$ cat config.mk
export PLATFORM = sky130hd
export DESIGN_NAME = fat32_volume_geometry_unit
export DESIGN_NICKNAME = d
export VERILOG_FILES = /design/src/rtl/fvg_pkg.sv /design/src/rtl/fat32_volume_geometry_unit.sv /design/src/rtl/fvg_front.sv /design/src/rtl/fvg_queue.sv /design/src/rtl/fvg_back.sv
export SDC_FILE = /design/constraint.sdc
export NUM_CORES = 2
export LEC_CHECK = 0
export BUFFER_PORTS_ARGS = -buffer_cell sky130_fd_sc_hd__buf_2
export CAP_MARGIN = 20
export CORE_ASPECT_RATIO = 0.6
export CORE_MARGIN = 10
export CORE_UTILIZATION = 25
export CTS_CLUSTER_DIAMETER = 200
export CTS_CLUSTER_SIZE = 8
export DETAILED_ROUTE_END_ITERATION = 6
export GPL_TIMING_DRIVEN = 0
export SLEW_MARGIN = 20
export SYNTH_ARGS = -nofsm -noshare
export SYNTH_HDL_FRONTEND = slang
export SYNTH_HIERARCHICAL = 1
export SYNTH_SLANG_ARGS = --single-unit
$ cat constraint.sdc
create_clock -name clk -period 15.5 [get_ports clk]
set_clock_uncertainty 0.1 [all_clocks]
set_input_delay 1.55 -clock clk [delete_from_list [all_inputs] [get_ports clk]]
set_output_delay 1.55 -clock clk [all_outputs]
set_load 0.01 [all_outputs]
$ cat src/rtl/fvg_pkg.sv
package fvg_pkg;

    // partition table layout
    localparam int PARTITION_SLOTS = 4;
    localparam int ENTRY_BYTES     = 16;
    localparam logic [8:0] TABLE_BASE = 9'h1BE;
    localparam logic [9:0] TABLE_END  = 10'(int'(TABLE_BASE) + ENTRY_BYTES * PARTITION_SLOTS);
    localparam logic [3:0] POS_TYPE      = 4'd4;
    localparam logic [3:0] POS_LAST      = 4'd15;
    localparam logic [1:0] POS_START_HI  = 2'd2;
    localparam logic [1:0] POS_SIZE_HI   = 2'd3;
    localparam logic [7:0] FAT32_TYPE    = 8'h0B;
    localparam int COUNT_W = 3;

    // boot sector field offsets
    localparam logic [8:0] OFF_CLUSTER_SECTORS = 9'h00D;
    localparam logic [8:0] OFF_FAT_COPIES      = 9'h010;
    localparam logic [8:0] OFF_RESERVED        = 9'h00E;
    localparam logic [8:0] OFF_FAT_LENGTH      = 9'h024;
    localparam logic [8:0] OFF_ROOT            = 9'h02C;
    localparam logic [8:0] OFF_SECTOR_LAST     = 9'h1FF;

    // fat entries per sector is 2^FAT_SHIFT
    localparam int FAT_SHIFT = 7;

    typedef enum logic [1:0] {
        KIND_TABLE   = 2'd0,
        KIND_BOOT    = 2'd1,
        KIND_CLUSTER = 2'd2,
        KIND_FAT     = 2'd3
    } fvg_kind_t;

    // geometry as seen by one item
    typedef struct packed {
        logic [COUNT_W-1:0] count;
        logic [31:0]        first_start;
        logic [31:0]        first_size;
        logic [7:0]         cluster_sectors;
        logic [7:0]         fat_copies;
        logic [15:0]        reserved_count;
        logic [31:0]        fat_length;
        logic [31:0]        root_start;
    } fvg_snap_t;

    // one queued job for the back end
    typedef struct packed {
        fvg_kind_t  kind;
        logic [31:0] cluster;
        logic [7:0]  sector_in_cluster;
        fvg_snap_t   snap;
    } fvg_job_t;

endpackage

$ cat src/rtl/fat32_volume_geometry_unit.sv
// channel  | handshake            | payload
// ---------+----------------------+-----------------------------------------------
// input    | in_valid / in_stall  | kind, byte_offset, data_byte, cluster,
//          |                      | sector_in_cluster
// output   | out_valid / out_stall| result_kind .. entry_offset (one per query or
//          |                      | per sector byte at offset 511)
//
// one item per cycle while in_stall is low; the front captures one field byte per item
// a result leaves after its item has passed, in order: queue, product
// stage, sum stage, output register
// rst_n clears all captured geometry and the queue; no sweep after reset
// in_stall rises only when the two-entry queue is full, so output stalls reach
// the input after the pipeline and queue have filled
module fat32_volume_geometry_unit import fvg_pkg::*;
(
    input  logic        clk,
    input  logic        rst_n,
    input  logic        in_valid,
    output logic        in_stall,
    input  logic [1:0]  kind,
    input  logic [8:0]  byte_offset,
    input  logic [7:0]  data_byte,
    input  logic [31:0] cluster,
    input  logic [7:0]  sector_in_cluster,
    output logic        out_valid,
    input  logic        out_stall,
    output logic [1:0]  result_kind,
    output logic [2:0]  partition_count,
    output logic [31:0] partition_start,
    output logic [31:0] partition_size,
    output logic [31:0] fat_sector,
    output logic [31:0] data_sector,
    output logic [31:0] root_cluster,
    output logic [7:0]  cluster_sectors,
    output logic [31:0] sector_address,
    output logic [8:0]  entry_offset
);

    logic     accept, push, full, head_valid, pop;
    fvg_job_t push_job, head_job;

    assign in_stall = full;
    assign accept   = in_valid && !in_stall;

    // capture and classify
    fvg_front u_front (
        .clk               (clk),
        .rst_n             (rst_n),
        .accept            (accept),
        .kind              (kind),
        .byte_offset       (byte_offset),
        .data_byte         (data_byte),
        .cluster           (cluster),
        .sector_in_cluster (sector_in_cluster),
        .push              (push),
        .job               (push_job)
    );

    // decoupling queue
    fvg_queue u_queue (
        .clk        (clk),
        .rst_n      (rst_n),
        .push       (push),
        .push_job   (push_job),
        .full       (full),
        .head_valid (head_valid),
        .pop        (pop),
        .head_job   (head_job)
    );

    // address arithmetic
    fvg_back u_back (
        .clk             (clk),
        .rst_n           (rst_n),
        .head_valid      (head_valid),
        .head_job        (head_job),
        .pop             (pop),
        .out_valid       (out_valid),
        .out_stall       (out_stall),
        .result_kind     (result_kind),
        .partition_count (partition_count),
        .partition_start (partition_start),
        .partition_size  (partition_size),
        .fat_sector      (fat_sector),
        .data_sector     (data_sector),
        .root_cluster    (root_cluster),
        .cluster_sectors (cluster_sectors),
        .sector_address  (sector_address),
        .entry_offset    (entry_offset)
    );

endmodule

$ cat src/rtl/fvg_front.sv
module fvg_front import fvg_pkg::*;
(
    input  logic        clk,
    input  logic        rst_n,
    input  logic        accept,
    input  logic [1:0]  kind,
    input  logic [8:0]  byte_offset,
    input  logic [7:0]  data_byte,
    input  logic [31:0] cluster,
    input  logic [7:0]  sector_in_cluster,
    output logic        push,
    output fvg_job_t    job
);

    fvg_snap_t   snap_reg, snap_next;
    logic        match_reg, match_next;
    logic [31:0] start_acc_reg, start_acc_next;
    logic [31:0] size_acc_reg, size_acc_next;
    fvg_kind_t   kind_in;
    logic        in_table;
    logic [8:0]  rel;
    logic [3:0]  pos;

    function automatic logic [31:0] put_byte(input logic [31:0] word, input logic [1:0] lane,
                                             input logic [7:0] b);
        logic [31:0] w;
        w = word;
        case (lane)
            2'd0:    w[7:0]   = b;
            2'd1:    w[15:8]  = b;
            2'd2:    w[23:16] = b;
            default: w[31:24] = b;
        endcase
        return w;
    endfunction

    assign kind_in  = fvg_kind_t'(kind);
    assign rel      = byte_offset - TABLE_BASE;
    assign pos      = rel[3:0];
    assign in_table = (byte_offset >= TABLE_BASE) && ({1'b0, byte_offset} < TABLE_END);

    // field capture
    always_comb
    begin
        snap_next      = snap_reg;
        match_next     = match_reg;
        start_acc_next = start_acc_reg;
        size_acc_next  = size_acc_reg;
        if (accept)
        begin
            case (kind_in)
                KIND_TABLE:
                begin
                    if (byte_offset == '0)
                    begin
                        snap_next.count       = '0;
                        snap_next.first_start = '0;
                        snap_next.first_size  = '0;
                    end
                    if (in_table)
                    begin
                        if (pos == POS_TYPE)
                            match_next = (data_byte == FAT32_TYPE);
                        else if (pos[3:2] == POS_START_HI)
                            start_acc_next = put_byte(start_acc_reg, pos[1:0], data_byte);
                        else if (pos[3:2] == POS_SIZE_HI)
                            size_acc_next = put_byte(size_acc_reg, pos[1:0], data_byte);
                        // entry complete: judge it
                        if (pos == POS_LAST && match_reg)
                        begin
                            if (snap_next.count == '0)
                            begin
                                snap_next.first_start = start_acc_next;
                                snap_next.first_size  = size_acc_next;
                            end
                            if (snap_next.count < COUNT_W'(PARTITION_SLOTS))
                                snap_next.count = snap_next.count + COUNT_W'(1);
                        end
                    end
                end
                KIND_BOOT:
                begin
                    if (byte_offset == OFF_CLUSTER_SECTORS)
                        snap_next.cluster_sectors = data_byte;
                    else if (byte_offset == OFF_FAT_COPIES)
                        snap_next.fat_copies = data_byte;
                    else if (byte_offset[8:1] == OFF_RESERVED[8:1])
                    begin
                        if (byte_offset[0])
                            snap_next.reserved_count[15:8] = data_byte;
                        else
                            snap_next.reserved_count[7:0] = data_byte;
                    end
                    else if (byte_offset[8:2] == OFF_FAT_LENGTH[8:2])
                        snap_next.fat_length = put_byte(snap_reg.fat_length, byte_offset[1:0],
                                                        data_byte);
                    else if (byte_offset[8:2] == OFF_ROOT[8:2])
                        snap_next.root_start = put_byte(snap_reg.root_start, byte_offset[1:0],
                                                        data_byte);
                end
                default:
                begin
                end
            endcase
        end
    end

    // state registers
    always_ff @(posedge clk or negedge rst_n)
    begin
        if (!rst_n)
        begin
            snap_reg      <= '0;
            match_reg     <= 1'b0;
            start_acc_reg <= '0;
            size_acc_reg  <= '0;
        end
        else
        begin
            snap_reg      <= snap_next;
            match_reg     <= match_next;
            start_acc_reg <= start_acc_next;
            size_acc_reg  <= size_acc_next;
        end
    end

    // classify: queries and last sector bytes give a result
    assign push = accept && ((kind_in == KIND_CLUSTER) || (kind_in == KIND_FAT)
                             || (byte_offset == OFF_SECTOR_LAST));

    assign job.kind              = kind_in;
    assign job.cluster           = cluster;
    assign job.sector_in_cluster = sector_in_cluster;
    assign job.snap              = snap_next;

endmodule

$ cat src/rtl/fvg_queue.sv
module fvg_queue import fvg_pkg::*;
(
    input  logic     clk,
    input  logic     rst_n,
    input  logic     push,
    input  fvg_job_t push_job,
    output logic     full,
    output logic     head_valid,
    input  logic     pop,
    output fvg_job_t head_job
);

    fvg_job_t   slot_reg [2];
    logic       wr_reg, rd_reg;
    logic [1:0] count_reg;

    assign full       = (count_reg == 2'd2);
    assign head_valid = (count_reg != 2'd0);
    assign head_job   = slot_reg[rd_reg];

    // pointers and fill count
    always_ff @(posedge clk or negedge rst_n)
    begin
        if (!rst_n)
        begin
            wr_reg    <= 1'b0;
            rd_reg    <= 1'b0;
            count_reg <= 2'd0;
        end
        else
        begin
            if (push)
                wr_reg <= ~wr_reg;
            if (pop)
                rd_reg <= ~rd_reg;
            case ({push, pop})
                2'b10:   count_reg <= count_reg + 2'd1;
                2'b01:   count_reg <= count_reg - 2'd1;
                default: count_reg <= count_reg;
            endcase
        end
    end

    // storage
    always_ff @(posedge clk)
    begin
        if (push)
            slot_reg[wr_reg] <= push_job;
    end

endmodule

$ cat src/rtl/fvg_back.sv
module fvg_back import fvg_pkg::*;
(
    input  logic        clk,
    input  logic        rst_n,
    input  logic        head_valid,
    input  fvg_job_t    head_job,
    output logic        pop,
    output logic        out_valid,
    input  logic        out_stall,
    output logic [1:0]  result_kind,
    output logic [2:0]  partition_count,
    output logic [31:0] partition_start,
    output logic [31:0] partition_size,
    output logic [31:0] fat_sector,
    output logic [31:0] data_sector,
    output logic [31:0] root_cluster,
    output logic [7:0]  cluster_sectors,
    output logic [31:0] sector_address,
    output logic [8:0]  entry_offset
);

    // stage one: products and fat start
    logic        v1_reg;
    fvg_kind_t   k1_reg;
    logic [31:0] cl1_reg;
    logic [7:0]  sic1_reg;
    fvg_snap_t   sn1_reg;
    logic [31:0] fat1_reg, fprod1_reg, cprod1_reg;
    // stage two: data start and partial addresses
    logic        v2_reg;
    fvg_kind_t   k2_reg;
    fvg_snap_t   sn2_reg;
    logic [31:0] fat2_reg, data2_reg, coff2_reg, faddr2_reg;
    logic [8:0]  eoff2_reg;
    // stage three: output register
    logic        v3_reg;

    logic en1, en2, en3;

    assign en3 = !v3_reg || !out_stall;
    assign en2 = !v2_reg || en3;
    assign en1 = !v1_reg || en2;
    assign pop = head_valid && en1;

    always_ff @(posedge clk or negedge rst_n)
    begin
        if (!rst_n)
        begin
            v1_reg <= 1'b0;
            v2_reg <= 1'b0;
            v3_reg <= 1'b0;
        end
        else
        begin
            if (en1)
                v1_reg <= head_valid;
            if (en2)
                v2_reg <= v1_reg;
            if (en3)
                v3_reg <= v2_reg;
        end
    end

    // stage one
    always_ff @(posedge clk)
    begin
        if (en1)
        begin
            k1_reg     <= head_job.kind;
            cl1_reg    <= head_job.cluster;
            sic1_reg   <= head_job.sector_in_cluster;
            sn1_reg    <= head_job.snap;
            fat1_reg   <= head_job.snap.first_start + {16'd0, head_job.snap.reserved_count};
            fprod1_reg <= 32'({24'd0, head_job.snap.fat_copies} * head_job.snap.fat_length);
            cprod1_reg <= 32'({24'd0, head_job.snap.cluster_sectors} * head_job.cluster);
        end
    end

    // stage two: spc * (cluster - 2) + sic as product minus twice spc
    always_ff @(posedge clk)
    begin
        if (en2)
        begin
            k2_reg     <= k1_reg;
            sn2_reg    <= sn1_reg;
            fat2_reg   <= fat1_reg;
            data2_reg  <= fat1_reg + fprod1_reg;
            coff2_reg  <= cprod1_reg - {23'd0, sn1_reg.cluster_sectors, 1'b0}
                          + {24'd0, sic1_reg};
            faddr2_reg <= fat1_reg + (cl1_reg >> FAT_SHIFT);
            eoff2_reg  <= {cl1_reg[FAT_SHIFT-1:0], 2'b00};
        end
    end

    // stage three: result register
    always_ff @(posedge clk)
    begin
        if (en3)
        begin
            result_kind     <= k2_reg;
            partition_count <= sn2_reg.count;
            partition_start <= sn2_reg.first_start;
            partition_size  <= sn2_reg.first_size;
            fat_sector      <= fat2_reg;
            data_sector     <= data2_reg;
            root_cluster    <= sn2_reg.root_start;
            cluster_sectors <= sn2_reg.cluster_sectors;
            case (k2_reg)
                KIND_CLUSTER:
                begin
                    sector_address <= data2_reg + coff2_reg;
                    entry_offset   <= '0;
                end
                KIND_FAT:
                begin
                    sector_address <= faddr2_reg;
                    entry_offset   <= eoff2_reg;
                end
                default:
                begin
                    sector_address <= '0;
                    entry_offset   <= '0;
                end
            endcase
        end
    end

    assign out_valid = v3_reg;

endmodule
# Yosys cells after proc, flatten, opt, wreduce, memory -nomap -nowiden
# Memories as Yosys holds them, arrays and structs flattened.
# Index checks and enable logic that the tools add are counted.
[op_classes]
shifts = 0
n_mul = 2
eq_ne = 23
n_lt_le_gt_ge = 3
reduce_logical = 26
mux = 46
bitwise_logic = 2
n_div = 0
addsub = 10
[ops]
columns = ["cell", "n"]
rows = [
  ["67-bit two-way mux", 6],
  ["32-bit two-way mux", 8],
  ["163-bit two-way mux", 1],
  ["8-bit two-way mux", 20],
  ["64-bit two-way mux", 2],
  ["96-bit two-way mux", 1],
  ["88-bit two-way mux", 1],
  ["80-bit two-way mux", 1],
  ["32-bit adder", 2],
  ["8-bit by 32-bit multiplier with 32-bit output", 2],
  ["32-bit case mux with 2 select lines", 1],
  ["32-bit by 16-bit adder with 32-bit output", 1],
  ["32-bit by 25-bit adder with 32-bit output", 1],
  ["32-bit by 8-bit adder with 32-bit output", 1],
  ["32-bit by 9-bit subtractor with 32-bit output", 1],
  ["2-bit equality test (second input constant)", 10],
  ["16-bit two-way mux", 1],
  ["7-bit by 4-bit equality test with 1-bit output (second input constant)", 2],
  ["9-bit by 4-bit equality test with 1-bit output (second input constant)", 1],
  ["9-bit by 5-bit equality test with 1-bit output (second input constant)", 1],
  ["9-bit equality test (second input constant)", 1],
  ["9-bit greater-or-equal comparator (second input constant)", 1],
  ["9-bit logical NOT", 1],
  ["9-bit < comparator (second input constant)", 1],
  ["other kinds (23)", 44],
]
[word_totals]
rom_bits = 0
mem_count = 1
out_inout_bits = 216
ram_bits = 410
wordCells = 162
inputBits = 63
regBits = 936
latch_bits = 0
[mem_list]
columns = ["memory", "depth", "width", "read_ports", "rd_ports_with_merged_regs", "write_ports", "line_no", "rtl"]
rows = [
  ["u_queue.slot_reg", 2, 205, 1, 0, 1, "fvg_queue.sv:13", "fvg_job_t slot_reg [2];"],
]

# Logic depth before layout (Yosys ltp)
[depth]
word_depth = 12
mapped_depth = 26
ltp_nobuf = 21

# Modules after synthesis
# The synthesis kept the hierarchy.
[modules_own_cells]
columns = ["module", "area_per_inst_um2", "cells_each", "n_inst"]
rows = [
  ["fvg_back", 41443.5, 3214, 1],
  ["fvg_queue", 15553.7, 654, 1],
  ["fvg_front", 10801.6, 965, 1],
  ["fat32_volume_geometry_unit", 13.8, 1, 1],
]

# Worst setup path after synthesis
# No wires, ideal clock.
[synth_path]
path_kind = "input -> register"
startpoint = "in byte_offset[1]"
endpoint = "mem u_queue/slot_reg[0][0] in the netlist's numbering (enable)"
n_path_buf = 2
stages = 7
setup_time_ns = 0.773
setup_slack_ns = 3.616
t_required_ns = 14.627
arrival_ns = 11.011
cell_sequence = "clkbuf_1 -> clkbuf_1 -> nand3_1 -> nor3_1 -> o21a_1 -> inv_1 -> nor2_1"
[synth_between]
elab_chain_len = 5
[synth_lines]
columns = ["element", "line_no", "rtl"]
rows = [
  ["from (decl)", "fat32_volume_geometry_unit.sv:21", "input logic [8:0] byte_offset,"],
  ["9-bit equality test", "fvg_front.sv:129", "|| (byte_offset == OFF_SECTOR_LAST));"],
  ["1-bit logical OR", "fvg_front.sv:129", ""],
  ["1-bit logical AND", "fvg_front.sv:128", "assign push = accept && ((kind_in == KIND_CLUSTER) || (kind_in == KIND_FAT)"],
  ["named net push", "fat32_volume_geometry_unit.sv:39", "logic accept, push, full, head_valid, pop;"],
  ["1-bit two-way mux", "fvg_queue.sv:47", "if (push)"],
  ["1-bit two-way mux (not written as such)", "fvg_queue.sv:48", "slot_reg[wr_reg] <= push_job;"],
  ["to (decl)", "fvg_queue.sv:13", ""],
]
# The timed path passes the listed nets, and every way through them passes these cells.

==> impl_metrics.toml <==
[run_status]
status = "completed"

[logic_synthesis]
synth-seq-area-share_pct = 57.6
ys_ff_latch = 1338
synth_top_area_share_pct = 49.2
syn_avg_cell_area_um2 = 14.0
yosysMostFrequentCell = "edfxtp_1"
synth-xor-area-share_pct = 2.71
async_reset_ff_share_pct = 17.0
synthTopCellsByArea = "edfxtp_1 49%, fa_1 9.5%, dfrtp_1 8.4%"
synth_top_family_by_area = "adder cells"
synthCells = 4834
synth_mux_area_share_pct = 6.81
synth_cell_type_count = 96
synth_fa_ha_area_share_pct = 13.6
syn-cell-area_um2 = 67800
yosys-top-cells-count = "1111 x edfxtp_1, 368 x inv_1, 359 x and2_1"
yosys.area_share.simple_pct = 8.84
synth_top_area_cell = "edfxtp_1"
synth_edf_count = 1111
ys.flop_type = "edfxtp_1"
synth-compound-area-share_pct = 6.75
ys_warn_count = 6

[grt]
grt_antenna_before_repair = 34
grt_pass1_vias = 41528
grtUsageTotal_pct = 13.2
grt_overflow = 0
grt_max_degree = 81
grt_first_pass_wirelength_um = 290000

[worst_setup_path]
crit_fanout = 10
timing.rr.end = "u_back/fprod1_reg[30]"
crit_path_max_incr_delay_ns = 0.58
crit_arrival_ns = 8.08
rrSetupSlack_ns = 7.84
path_delay_family = "adder cells"
startpoint = "u_queue/rd_reg"
end_kind = "register"
worst-path-buf-inv = 8
reg2reg_depth = 24
cp-start-kind = "register"
r2r-start = "u_queue/rd_reg"
crit_slowest_cell = "fa_1"
crit_type = "reg -> reg"
crit_chain = "buf_6, buf_6, buf_6, mux2_4, clkbuf_1, clkbuf_1, nand2_1, fa_1, fa_1, inv_1, fa_1, inv_1, fa_1, inv_1, ha_1, a2111o_1, o21ai_0, o21ai_1, a311o_1, a31oi_1, o21ai_0, a21oi_1, a21oi_1, xor2_1"
critical_path_required_ns = 15.93
crit_top_cell = "fa_1"

[clocking]
ctsHoldBuffers = 0
cts_max_level = 4
postCtsResizedCells = 0
cts_tree = "yes"
clock_latency_ns = 0.82
path_clk_slew_ns = 0.05
cts_setup_buffers = 0
cts_made_buffers = 193
cts_sinks = 1338
root_buffer = "clkbuf_16"
clk_path_buf_depth = 4

[cells_and_area]
final_nets = 5913
area_growth_pct = 17.7
finish.utilization_pct = 29.7
drive_gt1_share_pct = 18.2
largest_reg_flops = 410

[die]
core-area_um2 = 269000
die_w_um = 692
start_util_pct = 25.2
die-height_um = 423
rows = 147
ioPinCount = 279
dieArea_um2 = 293000

[drt]
vias_per_cell = 4.51
dr_wl_met3_um = 17600
vias = 40575
first_pass_iters = 6
wirelength_um = 201000
wl_met2_um = 86800
routed.top_layer = "met5"
drtIter0Drc = 3896
drc = 0
ant_nets = 0
routedWlPerCell_um = 22.3
met1_length_um = 92000

[timing]
worstMarginPinSlew_ns = 1.13
finalHoldViolCount = 0
setup-tns-final_ns = 0
finalWorstSetupSlack_ns = 7.84
setup_viol = 0
slew_violations = 0
period_share_pct = 49.4
fmax_ghz = 0.131
fin_crit_ns = 7.66
relSlewSlack_pct = 24.8
rsz0062_at_grt = "false"

[placement]
pre_cts_ws_ns = 7.89
port_buffers = 228
gp_congestion = 0.862
dpl.hpwl_um = 151000

[worst_hold_path]
holdPathStages = 0
hold_start = "u_back/sn2_reg[111]"
holdPathEnd = "u_back/partition_size[15]"
worstHoldPathType = "reg -> reg"

[flow_run]
maxCapViolations = 0
==> routing by layer <==
layer / up-vias / track usage, %
li1: 18082 / -
met5: - / 0
met2: 1580 / 20.0
met1: 20612 / 18.9
met3: 293 / 3.68
met4: 8 / 2.74
==> placed cells by master, fill, tap and decap left out, types with 132 or more instances in the layout <==
master,Yosys,final
ha_1,218,218
mux2_4,140,140
xnor2_1,160,160
and2_1,359,358
clkbuf_16,0,195
nand2_1,337,336
mux2_2,217,217
fa_1,323,323
a21oi_1,145,145
o211ai_1,132,132
dfrtp_1,227,227
buf_2,25,259
nor2_1,140,139
clkbuf_1,118,218
edfxtp_1,1111,1111
inv_1,368,368
==> cell families (layout without fill, tap and decap cells) <==
| group | count (synthesis) | after routing |
|---|---|---|
| flops | 1338 | 1338 |
| simple gates | 1134 | 1134 |
| compound gates | 659 | 659 |
| buf+inv | 587 | 1168 |
| fa+ha+maj | 541 | 541 |
| mux | 364 | 364 |
| xor+xnor | 210 | 210 |
| other cells | 1 | 5 |
==> layout make-up <==
class / instances / area (µm²)
plain buffers: 218 / 1170
diodes: 3 / 7.51
multi-input cells: 2910 / 26300
clock buffers: 296 / 5260
well taps: 3576 / 4470
inverters: 369 / 1390
flip-flops and latches: 1338 / 39000
repair buffers: 279 / 2110
fillers: 26795 / 189000
clock inverters: 6 / 92.6
==> stage by stage <==
stage	area, µm²	instances	hold slack [ns]
global placement	73400	8639	0.304
detailed placement	74500	8690	0.305
floorplan	67800	4835	0.300
CTS	79800	8992	0.306
global route	79800	8992	0.306
finish	79800	8995	0.304
==> how the worst max path moves through the flow <==
stage	end	slack [ns]	cells after the start
6_report	u_back/fprod1_reg[30]	7.84	24
3_5_place_dp	u_back/fprod1_reg[30]	7.89	24
3_3_place_gp	u_back/v1_reg	-3.50	3
2_1_floorplan	u_queue/slot_reg[0][0]	3.62	7
4_1_cts	u_back/fprod1_reg[30]	7.83	24
5_1_grt	u_back/fprod1_reg[30]	7.53	24
Power is not shown: default switching activity piles up to over one toggle a cycle in this logic, so the estimate is an artifact.
